File: config.mk
export PLATFORM = sky130hd
export DESIGN_NAME = wheel_speed_pid_feedforward
export DESIGN_NICKNAME = d
export VERILOG_FILES = /design/src/rtl/core/wspf_pkg.sv /design/src/rtl/core/wheel_speed_pid_feedforward.sv /design/src/rtl/core/wspf_cfg.sv /design/src/rtl/core/wspf_error.sv /design/src/rtl/core/wspf_mult.sv /design/src/rtl/core/wspf_post.sv
export SDC_FILE = /design/constraint.sdc
export NUM_CORES = 2
export LEC_CHECK = 0
export ABC_AREA = 1
export BUFFER_PORTS_ARGS = -buffer_cell sky130_fd_sc_hd__buf_2
export CAP_MARGIN = 20
export CELL_PAD_IN_SITES_DETAIL_PLACEMENT = 1
export CELL_PAD_IN_SITES_GLOBAL_PLACEMENT = 1
export CORE_MARGIN = 2
export CORE_UTILIZATION = 40
export CTS_CLUSTER_SIZE = 40
export DETAILED_ROUTE_END_ITERATION = 6
export PLACE_DENSITY_LB_ADDON = 0.15
export REMOVE_ABC_BUFFERS = 1
export SKIP_CTS_REPAIR_TIMING = 1
export SYNTH_ARGS = -nofsm -noshare
export SYNTH_HDL_FRONTEND = slang
export SYNTH_SLANG_ARGS = --single-unit
File: constraint.sdc
create_clock -name i_clk -period 16.4 [get_ports i_clk]
set_clock_uncertainty 0.05 [all_clocks]
set_input_delay 3.28 -clock i_clk [delete_from_list [all_inputs] [get_ports i_clk]]
set_output_delay 3.28 -clock i_clk [all_outputs]
set_load 0.02 [all_outputs]
File: src/rtl/core/wspf_pkg.sv
// shared types and constants of the wheel speed pid feedforward block
package wspf_pkg;

    localparam int CFG_IDX_W  = 3;
    localparam int CFG_DATA_W = 15;

    typedef enum logic [CFG_IDX_W-1:0] {
        REG_FF_BASE  = 3'd0,
        REG_KP_VERT  = 3'd1,
        REG_KD_VERT  = 3'd2,
        REG_KI_VERT  = 3'd3,
        REG_LIM_VERT = 3'd4,
        REG_KP_HORIZ = 3'd5,
        REG_KD_HORIZ = 3'd6,
        REG_KI_HORIZ = 3'd7
    } t_cfg_idx;

    typedef struct packed {
        logic [7:0]  ff_base;
        logic [7:0]  kp_vert;
        logic [7:0]  kd_vert;
        logic [7:0]  ki_vert;
        logic [14:0] lim_vert;
        logic [7:0]  kp_horiz;
        logic [7:0]  kd_horiz;
        logic [7:0]  ki_horiz;
    } t_cfg;

    typedef struct packed {
        logic              kind;
        logic              wheel;
        logic signed [11:0] target;
        logic signed [11:0] speed;
        logic [8:0]        angle;
    } t_in_item;

    typedef struct packed {
        logic               zero;
        logic               kind;
        logic               wheel;
        logic signed [11:0] target;
        logic signed [12:0] err;
        logic signed [13:0] diff;
        logic signed [15:0] acc;
        logic signed [10:0] kff;
        logic [7:0]         kp;
        logic [7:0]         kd;
        logic [7:0]         ki;
    } t_err_stage;

    typedef struct packed {
        logic               zero;
        logic               kind;
        logic               wheel;
        logic               neg;
        logic signed [22:0] p_ff;
        logic signed [21:0] p_p;
        logic signed [22:0] p_d;
        logic signed [24:0] p_i;
    } t_prod_stage;

endpackage

File: src/rtl/core/wheel_speed_pid_feedforward.sv
// top level of the two-wheel pid speed controller with feedforward
//
// usage:
//  - slave stream carries one wheel update per transaction; tuser is the
//    mode (0 horizontal, 1 vertical with angle feedforward)
//  - master stream returns one drive value per accepted transaction, in order
//  - config port writes one register per cycle with i_cfg_we; write only
//    while the block is empty
//  - pipeline: input register, error stage, multiplier stage, output
//    register; each transaction passes through them in this order
//  - throughput one transaction per cycle while the receiver takes results;
//    the per-wheel error state is updated as an item loads into the error
//    stage, so back-to-back updates of the same wheel need no forwarding
//  - when the receiver stalls, the stages fill one by one and the input
//    keeps taking transactions until no bubble is left, then tready drops
//  - reset clears the valid bits, both wheels' error history and loads the
//    register defaults; no clearing pass
module wheel_speed_pid_feedforward #(
    parameter int CTRL_LIMIT        = 24000,
    parameter int MOTOR_FULL_RANGE  = 2048,
    parameter int HORIZ_INTEG_LIMIT = 3200
) (
    input  logic                            i_clk,
    input  logic                            i_rst_n,
    // slave stream
    input  logic                            i_s_tvalid,
    output logic                            o_s_tready,
    // tdata from lsb: wheel[0], target_pwm[12:1], measured_speed[24:13],
    // tilt_angle[33:25], zero fill[39:34]
    input  logic [39:0]                     i_s_tdata,
    // tuser: kind[0]
    input  logic                            i_s_tuser,
    // master stream
    output logic                            o_m_tvalid,
    input  logic                            i_m_tready,
    // tdata from lsb: drive_pwm[11:0], wheel_out[12], zero fill[15:13]
    output logic [15:0]                     o_m_tdata,
    // config write port
    input  logic                            i_cfg_we,
    input  logic [wspf_pkg::CFG_IDX_W-1:0]  i_cfg_idx,
    input  logic [wspf_pkg::CFG_DATA_W-1:0] i_cfg_data
);
    import wspf_pkg::*;

    t_cfg        cfg;
    t_in_item    r_item;
    t_err_stage  err_stage;
    t_prod_stage prod_stage;
    logic [11:0] drive;
    logic        wheel_out;

    // stage valid bits: input, error, product, output
    logic r_v1, r_v2, r_v3, r_v4;
    logic ld1, ld2, ld3, ld4;

    // each stage loads when its successor is empty or moving
    assign ld4 = r_v3 & (~r_v4 | i_m_tready);
    assign ld3 = r_v2 & (~r_v3 | ld4);
    assign ld2 = r_v1 & (~r_v2 | ld3);
    assign o_s_tready = ~r_v1 | ld2;
    assign ld1 = i_s_tvalid & o_s_tready;

    always_ff @(posedge i_clk) begin
        if (!i_rst_n) begin
            r_v1 <= 1'b0;
            r_v2 <= 1'b0;
            r_v3 <= 1'b0;
            r_v4 <= 1'b0;
        end else begin
            r_v1 <= ld1 | (r_v1 & ~ld2);
            r_v2 <= ld2 | (r_v2 & ~ld3);
            r_v3 <= ld3 | (r_v3 & ~ld4);
            r_v4 <= ld4 | (r_v4 & ~i_m_tready);
        end
    end

    // input register
    always_ff @(posedge i_clk) begin
        if (ld1) begin
            r_item.kind   <= i_s_tuser;
            r_item.wheel  <= i_s_tdata[0];
            r_item.target <= $signed(i_s_tdata[12:1]);
            r_item.speed  <= $signed(i_s_tdata[24:13]);
            r_item.angle  <= i_s_tdata[33:25];
        end
    end

    wspf_cfg u_cfg (
        .i_clk      (i_clk),
        .i_rst_n    (i_rst_n),
        .i_cfg_we   (i_cfg_we),
        .i_cfg_idx  (i_cfg_idx),
        .i_cfg_data (i_cfg_data),
        .o_cfg      (cfg)
    );

    wspf_error #(
        .HORIZ_INTEG_LIMIT (HORIZ_INTEG_LIMIT)
    ) u_error (
        .i_clk   (i_clk),
        .i_rst_n (i_rst_n),
        .i_load  (ld2),
        .i_item  (r_item),
        .i_cfg   (cfg),
        .o_stage (err_stage)
    );

    wspf_mult u_mult (
        .i_clk   (i_clk),
        .i_load  (ld3),
        .i_stage (err_stage),
        .o_prod  (prod_stage)
    );

    wspf_post #(
        .CTRL_LIMIT       (CTRL_LIMIT),
        .MOTOR_FULL_RANGE (MOTOR_FULL_RANGE)
    ) u_post (
        .i_clk   (i_clk),
        .i_load  (ld4),
        .i_prod  (prod_stage),
        .o_drive (drive),
        .o_wheel (wheel_out)
    );

    assign o_m_tvalid = r_v4;
    assign o_m_tdata  = {3'b000, wheel_out, drive};

endmodule

File: src/rtl/core/wspf_cfg.sv
// configuration register file with reset defaults
module wspf_cfg (
    input  logic                            i_clk,
    input  logic                            i_rst_n,
    input  logic                            i_cfg_we,
    input  logic [wspf_pkg::CFG_IDX_W-1:0]  i_cfg_idx,
    input  logic [wspf_pkg::CFG_DATA_W-1:0] i_cfg_data,
    output wspf_pkg::t_cfg                  o_cfg
);
    import wspf_pkg::*;

    t_cfg r_cfg;
    t_cfg n_cfg;

    always_comb begin
        n_cfg = r_cfg;
        if (i_cfg_we) begin
            unique case (t_cfg_idx'(i_cfg_idx))
                REG_FF_BASE:  n_cfg.ff_base  = i_cfg_data[7:0];
                REG_KP_VERT:  n_cfg.kp_vert  = i_cfg_data[7:0];
                REG_KD_VERT:  n_cfg.kd_vert  = i_cfg_data[7:0];
                REG_KI_VERT:  n_cfg.ki_vert  = i_cfg_data[7:0];
                REG_LIM_VERT: n_cfg.lim_vert = i_cfg_data[14:0];
                REG_KP_HORIZ: n_cfg.kp_horiz = i_cfg_data[7:0];
                REG_KD_HORIZ: n_cfg.kd_horiz = i_cfg_data[7:0];
                REG_KI_HORIZ: n_cfg.ki_horiz = i_cfg_data[7:0];
                default:      n_cfg = r_cfg;
            endcase
        end
    end

    always_ff @(posedge i_clk) begin
        if (!i_rst_n) begin
            r_cfg.ff_base  <= 8'd20;
            r_cfg.kp_vert  <= 8'd40;
            r_cfg.kd_vert  <= 8'd5;
            r_cfg.ki_vert  <= 8'd10;
            r_cfg.lim_vert <= 15'd3200;
            r_cfg.kp_horiz <= 8'd40;
            r_cfg.kd_horiz <= 8'd5;
            r_cfg.ki_horiz <= 8'd10;
        end else begin
            r_cfg <= n_cfg;
        end
    end

    assign o_cfg = r_cfg;

endmodule

File: src/rtl/core/wspf_error.sv
// per-wheel error state, clamped error sum and feedforward gain stage
module wspf_error #(
    parameter int HORIZ_INTEG_LIMIT = 3200
) (
    input  logic                 i_clk,
    input  logic                 i_rst_n,
    input  logic                 i_load,
    input  wspf_pkg::t_in_item   i_item,
    input  wspf_pkg::t_cfg       i_cfg,
    output wspf_pkg::t_err_stage o_stage
);
    import wspf_pkg::*;

    localparam logic signed [16:0] HorizLim = 17'(HORIZ_INTEG_LIMIT);

    logic signed [12:0] r_now [2];
    logic signed [15:0] r_sum [2];
    t_err_stage         r_stage;
    t_err_stage         n_stage;

    logic signed [12:0] tgt13;
    logic signed [12:0] spd13;
    logic signed [16:0] acc17;
    logic signed [16:0] lim17;
    logic signed [10:0] ang11;
    logic signed [10:0] tmp11;
    logic signed [10:0] corr;

    always_comb begin
        tgt13 = 13'(i_item.target);
        spd13 = 13'(i_item.speed);

        n_stage.zero   = (i_item.target == 12'sd0);
        n_stage.kind   = i_item.kind;
        n_stage.wheel  = i_item.wheel;
        n_stage.target = i_item.target;
        // error sign follows the target direction
        n_stage.err    = i_item.target[11] ? (tgt13 + spd13) : (tgt13 - spd13);
        n_stage.diff   = 14'(n_stage.err) - 14'(r_now[i_item.wheel]);

        acc17 = 17'(r_sum[i_item.wheel]) + 17'(n_stage.err);
        lim17 = i_item.kind ? $signed({2'b00, i_cfg.lim_vert}) : HorizLim;
        if (acc17 > lim17) begin
            acc17 = lim17;
        end else if (acc17 < -lim17) begin
            acc17 = -lim17;
        end
        n_stage.acc = 16'(acc17);

        // angle quadrant correction, floor shifts
        ang11 = $signed({2'b00, i_item.angle});
        if (i_item.angle >= 9'd270) begin
            tmp11 = 11'sd360 - ang11;
            corr  = -(tmp11 >>> 2);
        end else if (i_item.angle >= 9'd90) begin
            tmp11 = 11'sd180 - ang11;
            corr  = tmp11 >>> 2;
        end else begin
            tmp11 = ang11;
            corr  = tmp11 >>> 2;
        end

        if (i_item.kind) begin
            n_stage.kff = $signed({3'b000, i_cfg.ff_base})
                        + (i_item.target[11] ? -corr : corr);
            n_stage.kp  = i_cfg.kp_vert;
            n_stage.kd  = i_cfg.kd_vert;
            n_stage.ki  = i_cfg.ki_vert;
        end else begin
            n_stage.kff = 11'sd8;
            n_stage.kp  = i_cfg.kp_horiz;
            n_stage.kd  = i_cfg.kd_horiz;
            n_stage.ki  = i_cfg.ki_horiz;
        end
    end

    always_ff @(posedge i_clk) begin
        if (!i_rst_n) begin
            r_now[0] <= '0;
            r_now[1] <= '0;
            r_sum[0] <= '0;
            r_sum[1] <= '0;
        end else if (i_load) begin
            if (n_stage.zero) begin
                r_now[i_item.wheel] <= '0;
                r_sum[i_item.wheel] <= '0;
            end else begin
                r_now[i_item.wheel] <= n_stage.err;
                r_sum[i_item.wheel] <= n_stage.acc;
            end
        end
    end

    always_ff @(posedge i_clk) begin
        if (i_load) begin
            r_stage <= n_stage;
        end
    end

    assign o_stage = r_stage;

endmodule

File: src/rtl/core/wspf_mult.sv
// four parallel gain multipliers with registered products
module wspf_mult (
    input  logic                  i_clk,
    input  logic                  i_load,
    input  wspf_pkg::t_err_stage  i_stage,
    output wspf_pkg::t_prod_stage o_prod
);
    import wspf_pkg::*;

    t_prod_stage r_prod;
    t_prod_stage n_prod;

    always_comb begin
        n_prod.zero = i_stage.zero;
        n_prod.kind = i_stage.kind;
        n_prod.wheel = i_stage.wheel;
        n_prod.neg  = i_stage.target[11];
        n_prod.p_ff = 23'(i_stage.kff) * 23'(i_stage.target);
        n_prod.p_p  = 22'($signed({1'b0, i_stage.kp})) * 22'(i_stage.err);
        n_prod.p_d  = 23'(i_stage.diff) * 23'($signed({1'b0, i_stage.kd}));
        n_prod.p_i  = 25'(i_stage.acc) * 25'($signed({1'b0, i_stage.ki}));
    end

    always_ff @(posedge i_clk) begin
        if (i_load) begin
            r_prod <= n_prod;
        end
    end

    assign o_prod = r_prod;

endmodule

File: src/rtl/core/wspf_post.sv
// term sum, direction block, clamps, scaling, horizontal offset and output register
module wspf_post #(
    parameter int CTRL_LIMIT       = 24000,
    parameter int MOTOR_FULL_RANGE = 2048
) (
    input  logic                  i_clk,
    input  logic                  i_load,
    input  wspf_pkg::t_prod_stage i_prod,
    output logic [11:0]           o_drive,
    output logic                  o_wheel
);
    import wspf_pkg::*;

    localparam logic signed [26:0] CtrlLim = 27'(CTRL_LIMIT);
    localparam logic signed [15:0] HalfLim = 16'(MOTOR_FULL_RANGE / 2);

    logic signed [26:0] sum;
    logic signed [26:0] shifted;
    logic signed [15:0] res;
    logic [11:0]        r_drive;
    logic [11:0]        n_drive;
    logic               r_wheel;

    always_comb begin
        sum = 27'(i_prod.p_ff) + 27'(i_prod.p_p) - 27'(i_prod.p_d) + 27'(i_prod.p_i);
        // no reversal of direction
        if (sum < 27'sd0 && !i_prod.neg) begin
            sum = '0;
        end
        if (sum > 27'sd0 && i_prod.neg) begin
            sum = '0;
        end
        if (sum > CtrlLim) begin
            sum = CtrlLim;
        end
        if (sum < -CtrlLim) begin
            sum = -CtrlLim;
        end
        shifted = sum >>> 4;
        res     = 16'(shifted);
        if (!i_prod.kind) begin
            if (res > 16'sd0) begin
                res = res + 16'sd30;
            end else if (res < 16'sd0) begin
                res = res - 16'sd30;
            end
        end
        if (res > HalfLim) begin
            res = HalfLim;
        end
        if (res < -HalfLim) begin
            res = -HalfLim;
        end
        n_drive = i_prod.zero ? 12'd0 : res[11:0];
    end

    always_ff @(posedge i_clk) begin
        if (i_load) begin
            r_drive <= n_drive;
            r_wheel <= i_prod.wheel;
        end
    end

    assign o_drive = r_drive;
    assign o_wheel = r_wheel;

endmodule

* Word-level counts from Yosys, hierarchy flattened
Memories as Yosys holds them, arrays and structs flattened. A register that Yosys moved wholly into a read port is not among the register bits.
Index checks and enable logic that the tools add are counted.
W data, S select, Z words.
** Storage, ports and cells
- Bits in registers :: 313
- RAM bits :: 58
- Memories :: 2
** Memories
- u_error.r_sum :: depth 2, bits a word 16, read ports 1, clocked after Yosys merged registers in 1, wr ports 2, line wspf_error.sv:17 : logic signed [15:0] r_sum [2];
- u_error.r_now :: depth 2, bits a word 13, read ports 1, clocked after Yosys merged registers in 1, wr ports 2, line wspf_error.sv:16 : logic signed [12:0] r_now [2];
** Operators by class
- Add/subtract/negate cells :: 15
- $mul :: 4
- $lt $le $gt $ge :: 12
- Equal/unequal tests :: 7
- Multiplexer cells :: 36
- Bitwise gates (word level) :: 26
- Reductions and logical operators :: 16
** Operators with widths (count)
- $mux W16 :: 8
- $mux W27 :: 3
- $mux W13 :: 3
- $mux W11 :: 3
- $add A27 B25 Y27 :: 1
- $gt A27 B1 Y1 const B :: 1
- $gt A27 B16 Y1 const B :: 1
- $lt A27 B1 Y1 const B :: 1
- $lt A27 B16 Y1 const B :: 1
- $mul A16 B9 Y25 :: 1
- $sub A24 B23 Y25 :: 1
- $add A23 B22 Y24 :: 1
- $mux W24 :: 1
- $mul A11 B12 Y23 :: 1
- $mul A14 B9 Y23 :: 1
- $mul A9 B13 Y22 :: 1
- $mux W20 :: 1
- $add A16 B13 Y17 :: 1
- $gt A17 B16 Y1 :: 1
- $lt A17 B17 Y1 :: 1
- $neg A15 Y17 :: 1
- $add A16 B6 Y16 const B :: 1
- $gt A16 B1 Y1 const B :: 1
- $gt A16 B12 Y1 const B :: 1
- 30 further kinds :: 79

* Logic depth before layout (Yosys ltp)
- Depth after elaboration :: 21
- Gate-level depth with buffers :: 73
- Depth with buffers taken out :: 70

* By module
Synthesis repeated with hierarchy kept, for this count alone.
** Unflattened totals
- Cell total of the unflattened synthesis :: 5478
- Area, all modules :: 42012.8 um^2
** By module, submodules not included
- wspf_mult :: instances 1, cells each 2880, area an instance 22257.6 um^2
- wspf_error :: instances 1, cells each 1261, area an instance 10532.6 um^2
- wspf_post :: instances 1, cells each 875, area an instance 5142.4 um^2
- wspf_cfg :: instances 1, cells each 396, area an instance 2793.9 um^2
- wheel_speed_pid_feedforward :: instances 1, cells each 66, area an instance 1286.2 um^2

* Worst setup path after synthesis
No wires, ideal clock.
- Path kind :: reg-to-reg
- From :: register u_mult.r_prod (netlist bit u_mult.o_prod[27])
- To :: register u_post.r_drive[0] (netlist: u_post.o_drive[0]) (data pin)
- Arrival :: 7509 ps
- Required time :: 16083 ps
- Setup slack :: 8574 ps
- Cell stages (with the launch flop) :: 67
- Path buffers :: 3
- Period minus slack after synthesis :: 7826 ps
- Cells stage by stage :: edfxtp_1 > fa_1 > inv_1 > ha_1 > a21oi_1 > nand2_1 > a21oi_1 > o21bai_1 > a21o_1 > a21oi_1 > o21ai_0 > nand3_1 > nand2_1 > nand3_1 > nand2_1 > nand3_1 > nand2_1 > a21o_1 > [31 not listed] > nand2_2 > nand2_4 > buf_8 > nand2_2 > inv_2 > ha_1 > inv_1 > a21oi_1 > nand2_1 > nand3_1 > o21ai_1 > nand3_1 > nand2_1 > nand2_1 > nand2_1 > o21bai_4 > nand2_1 > nor2_1
** On the way
- Cells in the longest elaborated chain, start to end :: 20
- Elaborated cells on any way between the ends :: 23
- Classes of those cells :: add/sub (4); order compare (8); mux (8); reduce/logical (3)
** RTL lines
- from (decl) :: line wspf_mult.sv:10 : t_prod_stage r_prod;
- from (signal assigned) :: line wspf_mult.sv:26 : r_prod <= n_prod;
- $sub A24 B23 Y25 * :: line wspf_post.sv:25 : sum = 27'(i_prod.p_ff) + 27'(i_prod.p_p) - 27'(i_prod.p_d) + 27'(i_prod.p_i);
- $add A27 B25 Y27 * :: line wspf_post.sv:25
- $lt A27 B1 Y1 :: line wspf_post.sv:27 : if (sum < 27'sd0 && !i_prod.neg) begin
- $logic_and A1 B1 Y1 :: line wspf_post.sv:27
- $mux W27 * :: line wspf_post.sv:27
- $gt A27 B1 Y1 :: line wspf_post.sv:30 : if (sum > 27'sd0 && i_prod.neg) begin
- $logic_and A1 B1 Y1 :: line wspf_post.sv:30
- $mux W27 * :: line wspf_post.sv:30
- [4 not listed]
- $sub A16 B6 Y16 or $lt A16 B1 Y1 (tied branches) :: line wspf_post.sv:45, wspf_post.sv:44
- $mux W16 :: line wspf_post.sv:44 : end else if (res < 16'sd0) begin
- $mux W16 :: line wspf_post.sv:42 : if (res > 16'sd0) begin
- $mux W16 * :: line wspf_post.sv:41 : if (!i_prod.kind) begin
- $gt A16 B12 Y1 :: line wspf_post.sv:48 : if (res > HalfLim) begin
- $mux W16 * :: line wspf_post.sv:48
- $lt A16 B11 Y1 :: line wspf_post.sv:51 : if (res < -HalfLim) begin
- $reduce_or A2 Y1 (no source line)
- to (signal assigned) :: line wspf_post.sv:59 : r_drive <= n_drive;
- to (decl) :: line wspf_post.sv:20 : logic [11:0] r_drive;
Mark *: on every way between the ends. The rest lies on a longest branch, timed or not.
A chain may end at the register's enable or synchronous reset.

* Final worst setup path
- From :: register u_mult.r_prod (netlist bit u_mult.o_prod[27])
- To :: register u_post.r_drive[9] (netlist: u_post.o_drive[9]) (data pin)
The elaborated chain is that of the path after synthesis.

==> out/qor.txt <==
Status = complete, no violations
Drt total wl = 102000 um
Vias in the first global route = 31100
Max Cap Viol = 0
Num CTS Buffers = 46
Detail Placement HPWL = 84200 um
Family with the most delay on the worst path = simple AND/OR/NAND/NOR gates
Synthesized area = 39000 um^2
Async S/R FF share, synth = 0%
#FFs+latches synth = 372
Nets = 5520
Synth area leaders = edfxtp_1 (23%), fa_1 (22%), inv_1 (11%), ha_1 (10%), nand2_1 (10%)
Clk buf depth = 3
Final setup vio count = 0
Syn Area/Cell = 8.27 um^2
Buffers plus inverters on the worst setup path = 4
Worst setup path class = reg2reg
Worst Setup SP = u_mult.o_prod[27]$_DFFE_PP_
Met1 Wirelength = 47700 um
R2R depth = 66
Worst R2R Setup Slack = 6.40 ns
Period minus WS final = 10.0 ns
Post-synthesis sequential area ratio = 26.7%
FMAX = 100 MHz
Remaining antenna violation count = 0
DRC viols = 0
Clock transition at path regs = 0.06 ns
Grt total ovfl = 0
Share of cells above drive strength 1 = 5.30%
Setup TNS = 0 ns
Initial Utilization = 40.3%
Most frequent cells in the layout = inv_1 (1133), nand2_1 (1061), fa_1 (430), nor2_1 (368), ha_1 (326)
Via/cell ratio = 4.83
Worst setup endpoint = u_post.o_drive[9]$_SDFFCE_PP0P_
RSZ-0062 raised after global routing = no
GRT Overall Usage = 21.2%
WP data required = 16.82 ns
Slowest-stage cell, CP = fa_1
Crit. End Element = flip-flop
Top sig layer = met4
Least-Margin Pin Slew = 0.914 ns
WL met3 = 2880 um
P&R area growth vs syn = 7.67%
Startpoint types = flip-flop
Max incr delay on CP = 0.54 ns
Via count = 29000
Number of stages on the worst setup path = 66
Gpl congestion = 0.840
Commonest non-fill, non-tap cell in the layout = inv_1
Synth area leader = edfxtp_1
Row cnt = 114
Top_reg_cell synth = edfxtp_1
Pre-antenna DRT Iters = 5
H-tree depth = 2
Reg-to-reg critical path startpoint = u_mult.o_prod[27]$_DFFE_PP_
Pin count of the biggest net entering global routing = 72
Pins Over Slew Limit = 0
DR iter-0 viols = 1238
CP dominant cell by count = nand2_1
CTS tree = built
Met2 wire len = 49200 um
Fill cells = 11600
Crit path max fanout = 35
Core Region = 96700 um^2
Sequential Area = 10400 um^2
Final Cycle Share = 61.0%
HP Class = reg2reg
Capturing point of the worst reg2reg path = u_post.o_drive[9]$_SDFFCE_PP0P_
Final core utilization = 43.4%
IO Count = 82
Yosys top cell area share = 22.8%
Post-synth EDFFs = 296
Global-route wire length before repair = 167000 um
Die height = 316 um
YS warnings = 0
ANT cells = 0
Cell count after synthesis = 4718
Root buffer cell = clkbuf_16
Area of the multi-input gates = 23600 um^2
Max transition margin = 39.1%
Die span in x = 316 um
CTS Sinks = 372
Worst-Skew Late Latency = 0.65 ns
Die outline area = 100000 um^2
Initial antenna violation count = 2
Final Hold Viols = 0
Synth cell types = 60
I/O Buffers = 72
WL/cell = 17.0 um
CP arrival = 10.42 ns
[per-stage QoR]
stage / hold WS (ns) / setup slack (ns) / instance area (um^2) / cells
global route: 0.405 / 5.17 / 42000 / 6014
floorplan: 0.350 / 8.53 / 38300 / 4565
finish: 0.390 / 6.40 / 42000 / 6014
detailed placement: 0.373 / 6.36 / 40400 / 5928
CTS: 0.397 / 6.28 / 42000 / 6014
global placement: 0.355 / 6.53 / 40400 / 5928
[synthesized netlist by cell type, drive strengths merged (11+ instances only)]
library cell	n
inv	1151
nand2	1073
fa	430
nor2	378
ha	326
edfxtp	296
a21oi	181
o21ai	151
clkbuf	140
nand3	125
xor2	124
dfxtp	76
xnor2	62
nand4	24
o21bai	23
nor3	20
mux2	18
or2	17
buf	15
mux2i	12
a21o	11
[flip-flops by register name, summed over array words and instances, names as in the netlist, named ones only]
name             flops
u_error.o_stage     93
u_post.o_wheel       1
u_post.o_drive      12
r_v3                 1
r_v1                 1
u_error.r_sum       32
u_mult.o_prod       97
o_m_tvalid           1
u_error.r_now       26
r_item              35
r_v2                 1
u_cfg.o_cfg         71
[layer usage]
metal  track usage (%)  vias to the layer above
met3              2.13                       99
li1                  -                    14200
met5                 0                        -
met1              28.7                    14400
met2              36.3                      317
met4              5.48                        0
[how the worst min path moves through the flow]
stage / endpoint / cells after the start / slack [ns] / startpoint
after floorplan: u_mult.o_prod[94]$_DFFE_PP_ / 0 / 0.35 / u_error.o_stage[90]$_DFFE_PP_
after global placement: u_mult.o_prod[94]$_DFFE_PP_ / 0 / 0.36 / u_error.o_stage[90]$_DFFE_PP_
after detailed placement: u_mult.o_prod[94]$_DFFE_PP_ / 0 / 0.37 / u_error.o_stage[90]$_DFFE_PP_
after CTS: u_mult.o_prod[94]$_DFFE_PP_ / 0 / 0.40 / u_error.o_stage[90]$_DFFE_PP_
after global routing: u_mult.o_prod[94]$_DFFE_PP_ / 0 / 0.41 / u_error.o_stage[90]$_DFFE_PP_
final: u_mult.o_prod[94]$_DFFE_PP_ / 0 / 0.39 / u_error.o_stage[90]$_DFFE_PP_
[cell families after synthesis]
kind of cell	count (synthesis)	synth area share [%]
AOI/OAI and AO/OA	406	5.77
xor gates and xnor gates	186	4.18
adders and majority gates	756	32.5
buffers and inverters	1308	12.8
DFF	372	26.7
muxes	30	0.828
other	1	0.00961
and+or+nand+nor	1659	17.2
[final cells by class]
cell class	instances	area share, %
Timing Repair Buffer	87	1.13
Clock inverter	28	0.605
Sequential cell	372	24.8
Multi-Input combinational cell	3040	56.3
Inverter	1153	10.3
Tap cell	1276	3.80
Clock buffer	58	3.10
Power is not shown: default switching activity piles up to over one toggle a cycle in this logic, so the estimate is an artifact.
